### config.mk
export PLATFORM = sky130hd
export DESIGN_NAME = pipelined_prime_sieve_unit
export DESIGN_NICKNAME = d
export VERILOG_FILES = /design/src/pps_pkg.sv /design/src/pipelined_prime_sieve_unit.sv /design/src/pps_ram.sv /design/src/pps_divider.sv /design/src/pps_datapath.sv /design/src/pps_ctrl.sv
export SDC_FILE = /design/constraint.sdc
export NUM_CORES = 2
export LEC_CHECK = 0
export ABC_AREA = 1
export ABC_CLOCK_PERIOD_IN_PS = 11450
export BUFFER_PORTS_ARGS = -buffer_cell sky130_fd_sc_hd__buf_4
export CAP_MARGIN = 10
export CELL_PAD_IN_SITES_DETAIL_PLACEMENT = 2
export CELL_PAD_IN_SITES_GLOBAL_PLACEMENT = 2
export CORE_ASPECT_RATIO = 0.9
export CORE_MARGIN = 2
export CORE_UTILIZATION = 25
export CTS_CLUSTER_SIZE = 24
export DETAILED_ROUTE_END_ITERATION = 7
export PLACE_DENSITY = 0.62
export REMOVE_ABC_BUFFERS = 1
export SETUP_SLACK_MARGIN = 0.02
export SLEW_MARGIN = 25
export SYNTH_ARGS = -nofsm -noshare
export SYNTH_HDL_FRONTEND = slang
export SYNTH_HIERARCHICAL = 1
export SYNTH_SLANG_ARGS = --single-unit
export TNS_END_PERCENT = 5
### constraint.sdc
create_clock -name clk -period 11.45 [get_ports clk]
set_input_delay 0.5725 -clock clk [delete_from_list [all_inputs] [get_ports clk]]
set_output_delay 0.5725 -clock clk [all_outputs]
set_load 0.01 [all_outputs]
### src/pps_pkg.sv
`timescale 1ns / 1ps
`default_nettype none

package pps_pkg;

  localparam int VALUE_W = 31;
  localparam int STEP_W  = 5;

  typedef logic [VALUE_W-1:0] value_t;

  // controller to datapath
  typedef struct packed {
    logic load_cand;
    logic rd_en;
    logic div_start;
    logic inc_idx;
    logic emit;
  } cmd_t;

  // datapath to controller
  typedef struct packed {
    logic at_end;
    logic div_done;
    logic rem_zero;
    logic out_free;
  } status_t;

endpackage

`default_nettype wire

### src/pipelined_prime_sieve_unit.sv
// Prime sieve by trial division against the primes found so far.
// Input channel in_valid/in_ready carries one candidate per transfer; the
// output channel out_valid/out_ready carries prime_value and store_full.
// A candidate is divided by each stored prime in order of discovery in one
// shared one-bit-per-cycle remainder unit.
// If a stored prime divides it, the candidate is dropped with no result.
// Otherwise it is written to the prime memory (when not yet full) and
// loaded into the output register, which raises out_valid; the list holds
// at most PRIME_SLOTS primes. The next candidate is taken once a survivor
// has been emitted, or once a stored prime has divided the one before.
// When the memory already holds PRIME_SLOTS primes, the result carries
// store_full = 1 and nothing is stored.
// One candidate is in work at a time; in_ready is high only between items.
// The output register lets the next candidate enter while a result waits;
// a stalled receiver holds the result, and a new survivor waits for it.
// Reset empties the prime list and the output register at once; there is
// no clearing pass over the memory.
`timescale 1ns / 1ps
`default_nettype none

module pipelined_prime_sieve_unit #(
  parameter int PRIME_SLOTS = 64
) (
  input  wire logic                        clk,
  input  wire logic                        rst,
  input  wire logic                        in_valid,
  output logic                             in_ready,
  input  wire logic [pps_pkg::VALUE_W-1:0] candidate,
  output logic                             out_valid,
  input  wire logic                        out_ready,
  output logic [pps_pkg::VALUE_W-1:0]      prime_value,
  output logic                             store_full
);

  pps_pkg::cmd_t    cmd;
  pps_pkg::status_t status;

  pps_ctrl u_ctrl (
    .clk      (clk),
    .rst      (rst),
    .in_valid (in_valid),
    .in_ready (in_ready),
    .status   (status),
    .cmd      (cmd)
  );

  pps_datapath #(
    .PRIME_SLOTS (PRIME_SLOTS)
  ) u_dp (
    .clk         (clk),
    .rst         (rst),
    .cmd         (cmd),
    .status      (status),
    .candidate   (candidate),
    .out_valid   (out_valid),
    .out_ready   (out_ready),
    .prime_value (prime_value),
    .store_full  (store_full)
  );

endmodule

`default_nettype wire

### src/pps_ram.sv
`timescale 1ns / 1ps
`default_nettype none

module pps_ram #(
  parameter int WIDTH = 31,
  parameter int DEPTH = 64,
  localparam int ADDR_W = (DEPTH > 1) ? $clog2(DEPTH) : 1
) (
  input  wire logic              clk,
  input  wire logic              we,
  input  wire logic [ADDR_W-1:0] waddr,
  input  wire logic [WIDTH-1:0]  wdata,
  input  wire logic              re,
  input  wire logic [ADDR_W-1:0] raddr,
  output logic      [WIDTH-1:0]  rdata
);

  logic [WIDTH-1:0] mem [DEPTH];

  always_ff @(posedge clk) begin
    if (we) begin
      mem[waddr] <= wdata;
    end
    if (re) begin
      rdata <= mem[raddr];
    end
  end

endmodule

`default_nettype wire

### src/pps_divider.sv
`timescale 1ns / 1ps
`default_nettype none

// restoring remainder, one quotient bit per cycle; a zero divisor leaves the dividend
module pps_divider (
  input  wire logic           clk,
  input  wire logic           rst,
  input  wire logic           start,
  input  wire pps_pkg::value_t dividend,
  input  wire pps_pkg::value_t divisor,
  output logic                done,
  output pps_pkg::value_t     remainder
);

  logic                        busy;
  logic [pps_pkg::STEP_W-1:0]  step;
  pps_pkg::value_t             quo;
  pps_pkg::value_t             dvs;
  logic [pps_pkg::VALUE_W:0]   rem_sh;
  logic [pps_pkg::VALUE_W:0]   diff;

  assign rem_sh = {remainder, quo[pps_pkg::VALUE_W-1]};
  assign diff   = rem_sh - {1'b0, dvs};

  always_ff @(posedge clk) begin
    if (rst) begin
      busy <= 1'b0;
      done <= 1'b0;
      step <= '0;
    end else begin
      done <= 1'b0;
      if (start) begin
        busy <= 1'b1;
        step <= pps_pkg::STEP_W'(pps_pkg::VALUE_W - 1);
      end else if (busy) begin
        step <= step - 1'b1;
        if (step == '0) begin
          busy <= 1'b0;
          done <= 1'b1;
        end
      end
    end
  end

  always_ff @(posedge clk) begin
    if (start) begin
      quo       <= dividend;
      dvs       <= divisor;
      remainder <= '0;
    end else if (busy) begin
      quo <= {quo[pps_pkg::VALUE_W-2:0], 1'b0};
      if (rem_sh >= {1'b0, dvs}) begin
        remainder <= diff[pps_pkg::VALUE_W-1:0];
      end else begin
        remainder <= rem_sh[pps_pkg::VALUE_W-1:0];
      end
    end
  end

endmodule

`default_nettype wire

### src/pps_datapath.sv
`timescale 1ns / 1ps
`default_nettype none

module pps_datapath #(
  parameter int PRIME_SLOTS = 64,
  localparam int IDX_W = (PRIME_SLOTS > 1) ? $clog2(PRIME_SLOTS) : 1,
  localparam int CNT_W = $clog2(PRIME_SLOTS + 1)
) (
  input  wire logic             clk,
  input  wire logic             rst,
  input  wire pps_pkg::cmd_t    cmd,
  output pps_pkg::status_t      status,
  input  wire pps_pkg::value_t  candidate,
  output logic                  out_valid,
  input  wire logic             out_ready,
  output pps_pkg::value_t       prime_value,
  output logic                  store_full
);

  pps_pkg::value_t  cand;
  logic [CNT_W-1:0] idx;
  logic [CNT_W-1:0] count;
  logic             full;
  pps_pkg::value_t  stored;
  pps_pkg::value_t  rem;
  logic             div_done;

  assign full = (count == CNT_W'(PRIME_SLOTS));

  pps_ram #(
    .WIDTH (pps_pkg::VALUE_W),
    .DEPTH (PRIME_SLOTS)
  ) u_ram (
    .clk   (clk),
    .we    (cmd.emit && !full),
    .waddr (count[IDX_W-1:0]),
    .wdata (cand),
    .re    (cmd.rd_en),
    .raddr (idx[IDX_W-1:0]),
    .rdata (stored)
  );

  pps_divider u_div (
    .clk       (clk),
    .rst       (rst),
    .start     (cmd.div_start),
    .dividend  (cand),
    .divisor   (stored),
    .done      (div_done),
    .remainder (rem)
  );

  always_ff @(posedge clk) begin
    if (rst) begin
      idx       <= '0;
      count     <= '0;
      out_valid <= 1'b0;
    end else begin
      if (cmd.load_cand) begin
        idx <= '0;
      end else if (cmd.inc_idx) begin
        idx <= idx + 1'b1;
      end
      if (cmd.emit && !full) begin
        count <= count + 1'b1;
      end
      if (cmd.emit) begin
        out_valid <= 1'b1;
      end else if (out_ready) begin
        out_valid <= 1'b0;
      end
    end
  end

  always_ff @(posedge clk) begin
    if (cmd.load_cand) begin
      cand <= candidate;
    end
    if (cmd.emit) begin
      prime_value <= cand;
      store_full  <= full;
    end
  end

  assign status.at_end   = (idx == count);
  assign status.div_done = div_done;
  assign status.rem_zero = (rem == '0);
  assign status.out_free = !out_valid || out_ready;

endmodule

`default_nettype wire

### src/pps_ctrl.sv
`timescale 1ns / 1ps
`default_nettype none

module pps_ctrl (
  input  wire logic             clk,
  input  wire logic             rst,
  input  wire logic             in_valid,
  output logic                  in_ready,
  input  wire pps_pkg::status_t status,
  output pps_pkg::cmd_t         cmd
);

  localparam logic [2:0] S_IDLE  = 3'd0;
  localparam logic [2:0] S_CHECK = 3'd1;
  localparam logic [2:0] S_LOAD  = 3'd2;
  localparam logic [2:0] S_WAIT  = 3'd3;
  localparam logic [2:0] S_EMIT  = 3'd4;

  logic [2:0] state;
  logic [2:0] state_next;

  assign in_ready = (state == S_IDLE);

  always_comb begin
    state_next    = state;
    cmd           = '0;
    unique case (state)
      S_IDLE: begin
        if (in_valid) begin
          cmd.load_cand = 1'b1;
          state_next    = S_CHECK;
        end
      end
      S_CHECK: begin
        if (status.at_end) begin
          state_next = S_EMIT;
        end else begin
          cmd.rd_en  = 1'b1;
          state_next = S_LOAD;
        end
      end
      S_LOAD: begin
        cmd.div_start = 1'b1;
        state_next    = S_WAIT;
      end
      S_WAIT: begin
        if (status.div_done) begin
          if (status.rem_zero) begin
            // divisible: drop the candidate
            state_next = S_IDLE;
          end else begin
            cmd.inc_idx = 1'b1;
            state_next  = S_CHECK;
          end
        end
      end
      S_EMIT: begin
        if (status.out_free) begin
          cmd.emit   = 1'b1;
          state_next = S_IDLE;
        end
      end
      default: begin
        state_next = S_IDLE;
      end
    endcase
  end

  always_ff @(posedge clk) begin
    if (rst) begin
      state <= S_IDLE;
    end else begin
      state <= state_next;
    end
  end

endmodule

`default_nettype wire

==> reports/qor.yml <==
rr_startpoint: "u_dp/idx[0]"
viasPerCell: 4.95
synth_top_cell_by_area: "edfxtp_1"
drv_cap: 0
grt_pass1_vias: 68400
area_growth_pct: 15.2
maxSlewHeadroom: 0.221
grt_max_degree: 148
io_pins: 69
criticalPathCategory: "reg2reg"
crit_fanout: 70
cts-root-buf: "clkbuf_16"
hold_start: "in_valid"
ant_nets: 0
dr_total_vias: 64100
syn_area_sq_um: 90600
drc: 0
clock_latency_ns: 0.91
coreArea_sq_um: 360000
cp.required_ns: 12.18
cts_resized: 0
grtUsageMet3: 0.0215
post-route-period-util: 0.434
cts_tree: "yes"
whs_ns: 0.357
grt.busiest_layer: "met2"
mostFrequentLayoutCells: "nand2_1, edfxtp_1, nand3_1, buf_4, clkbuf_16"
start_kind: "register"
die_area_sq_um: 367000
grt_util_met2: 0.304
drt_iter0_drc: 5437
cts_inserted_buffers: 231
place_area_sq_um: 96900
rsz0062_at_grt: "false"
syn_inst: 7956
wl_per_cell_um: 26.6
synth_seq_cells: 2196
yosys_warnings: 6
hold_viol_final: 0
yosys.area.top_type_share: 0.709
seq_area_frac_synth: 0.722
setup.worst_path.start: "u_dp/idx[0]"
met1_usage: 0.255
slew_violations: 0
p_leak_uw: 0.0370
die_w_um: 639
clock.fmax_ghz: 0.201
grt_pass1_wl_mm: 494
postLayoutCellArea_sq_um: 104000
grt_overflow: 0
clockBufferDepth: 4
path_clk_slew_ns: 0.06
htreeDepth: 4
clock_sinks: 2196
die_h_um: 575
wirelength_mm: 345
track_usage: 0.183
setup_viol: 0
finalPower_uw: 18500
start_util: 0.251
min_period_ns: 4.97
antenna_found_initial: 45
cts_setup_buffers: 0
worst_clock_skew_ns: 0.0445
drive_above_1_share: 0.0838
hold_path_class: "in2reg"
drt_pass1_iterations: 6
cp.arrival_ns: 5.70
postSynthAreaPerCell_sq_um: 11.4
p_per_area_nw_per_um2: 177
synth.distinct_cells: 41
end_kind: "register"
peakVddDrop_mv: 0.121
gp_congestion: 0.786
status: "completed"
ys_top_cells_by_area: "edfxtp_1, nand2_1, nand3_1"
rows: 209
worst_pin_slew_ns: 1.17
nets: 8090
final_common_cell: "nand2_1"
port_buffers: 68
post-dp-hpwl_mm: 194
[synthesized netlist by cell type (all sizes together)]
cell type and instances:
clkinv 7, nand3 1775, nor3 10, nand3b 17
a21boi 1, inv 221, xor2 9, nand4 24
fa 1, edfxtp 2140, ha 36, nor2 152
o211ai 1, nor4 11, a221oi 1, a21oi 27
buf 375, a31oi 1, or2 4, o21ai 23
clkbuf 85, and2 5, nand2 2960, o21bai 1
xnor2 13, dfxtp 56
[sequential cells by signal, indices dropped and copies added, names as in the netlist]
register / flops
u_dp/u_ram/mem: 1984
u_dp/cand: 31
u_dp/prime_value: 31
u_dp/u_div/dvs: 31
u_dp/u_div/quo: 31
u_dp/u_div/remainder: 31
u_dp/u_ram/rdata: 31
u_dp/count: 7
u_dp/idx: 7
u_dp/u_div/step: 5
u_ctrl/state: 3
u_dp/out_valid: 1
u_dp/store_full: 1
u_dp/u_div/busy: 1
u_dp/u_div/done: 1
[cell families after synthesis]
group,share of synthesized area
simple gates,0.234
flops,0.722
buf+inv,0.0340
compound gates,0.00334
fa+ha+maj,0.00519
xor+xnor,0.00213
[final timing paths]
check                                           end  cells after the start  slack (ns)
worst min register to register  u_dp/prime_value[2]                      0        0.48
worst max-delay path            u_dp/u_ram/rdata[6]                     11        6.48
worst max register to register  u_dp/u_ram/rdata[6]                     11        6.48
worst min-delay path                u_ctrl/state[0]                      6        0.36
[critical path: stages (launching register included)]
cell     delay, ns
dfxtp_4       0.87
buf_4         0.65
buf_4         0.76
buf_4         0.77
nand2_1       0.11
nand3_1       0.14
nand3_1       0.09
nand2_1       0.11
nand2_1       0.07
nand3_1       0.37
nand3_1       0.48
nand2_1       0.20
[through the flow]
step                utilization  setup TNS, ns  cells  worst slack, ns
finish                    0.290              0  13000             6.48
CTS                       0.289              0  12900             6.52
detailed placement        0.269              0  12500             6.56
global placement          0.269              0  12500             6.64
floorplan                     -       -1708.66   7496           -47.01
global route              0.290              0  12900             6.24
[layer usage]
| layer | vias up | part of all wire | wire length, um |
|---|---|---|---|
| met1 | 34400 | 0.45 | 156000 |
| met4 | 0 | 0.025 | 8750 |
| li1 | 27700 | - | - |
| met5 | - | 0 | 0 |
| met2 | 1549 | 0.47 | 163000 |
| met3 | 407 | 0.052 | 18000 |
[area by class of cell]
cell class	count	area [sq um]
multi-input cells	5072	22700
well taps	4747	5940
flip-flops and latches	2196	65400
repair buffers	289	2440
clock inverters	122	1010
diodes	8	20.0
clock buffers	293	6040
inverters	228	886
fillers	38600	256000
[where the power goes]
| part | internal [uW] | total (uW) | switching, uW |
|---|---|---|---|
| combinational | 309 | 1670 | 1360 |
| sequential | 9420 | 9540 | 118 |
| clock | 4030 | 7300 | 3270 |
| total | 13800 | 18500 | 4750 |
[repair_timing]
item / 4_1_cts / 5_1_grt
hold endpoints to repair: 33 / 0
hold buffers: 34 / 0
setup endpoints to repair: 0 / 0
No activity file was read; power rests on OpenSTA's default activity.
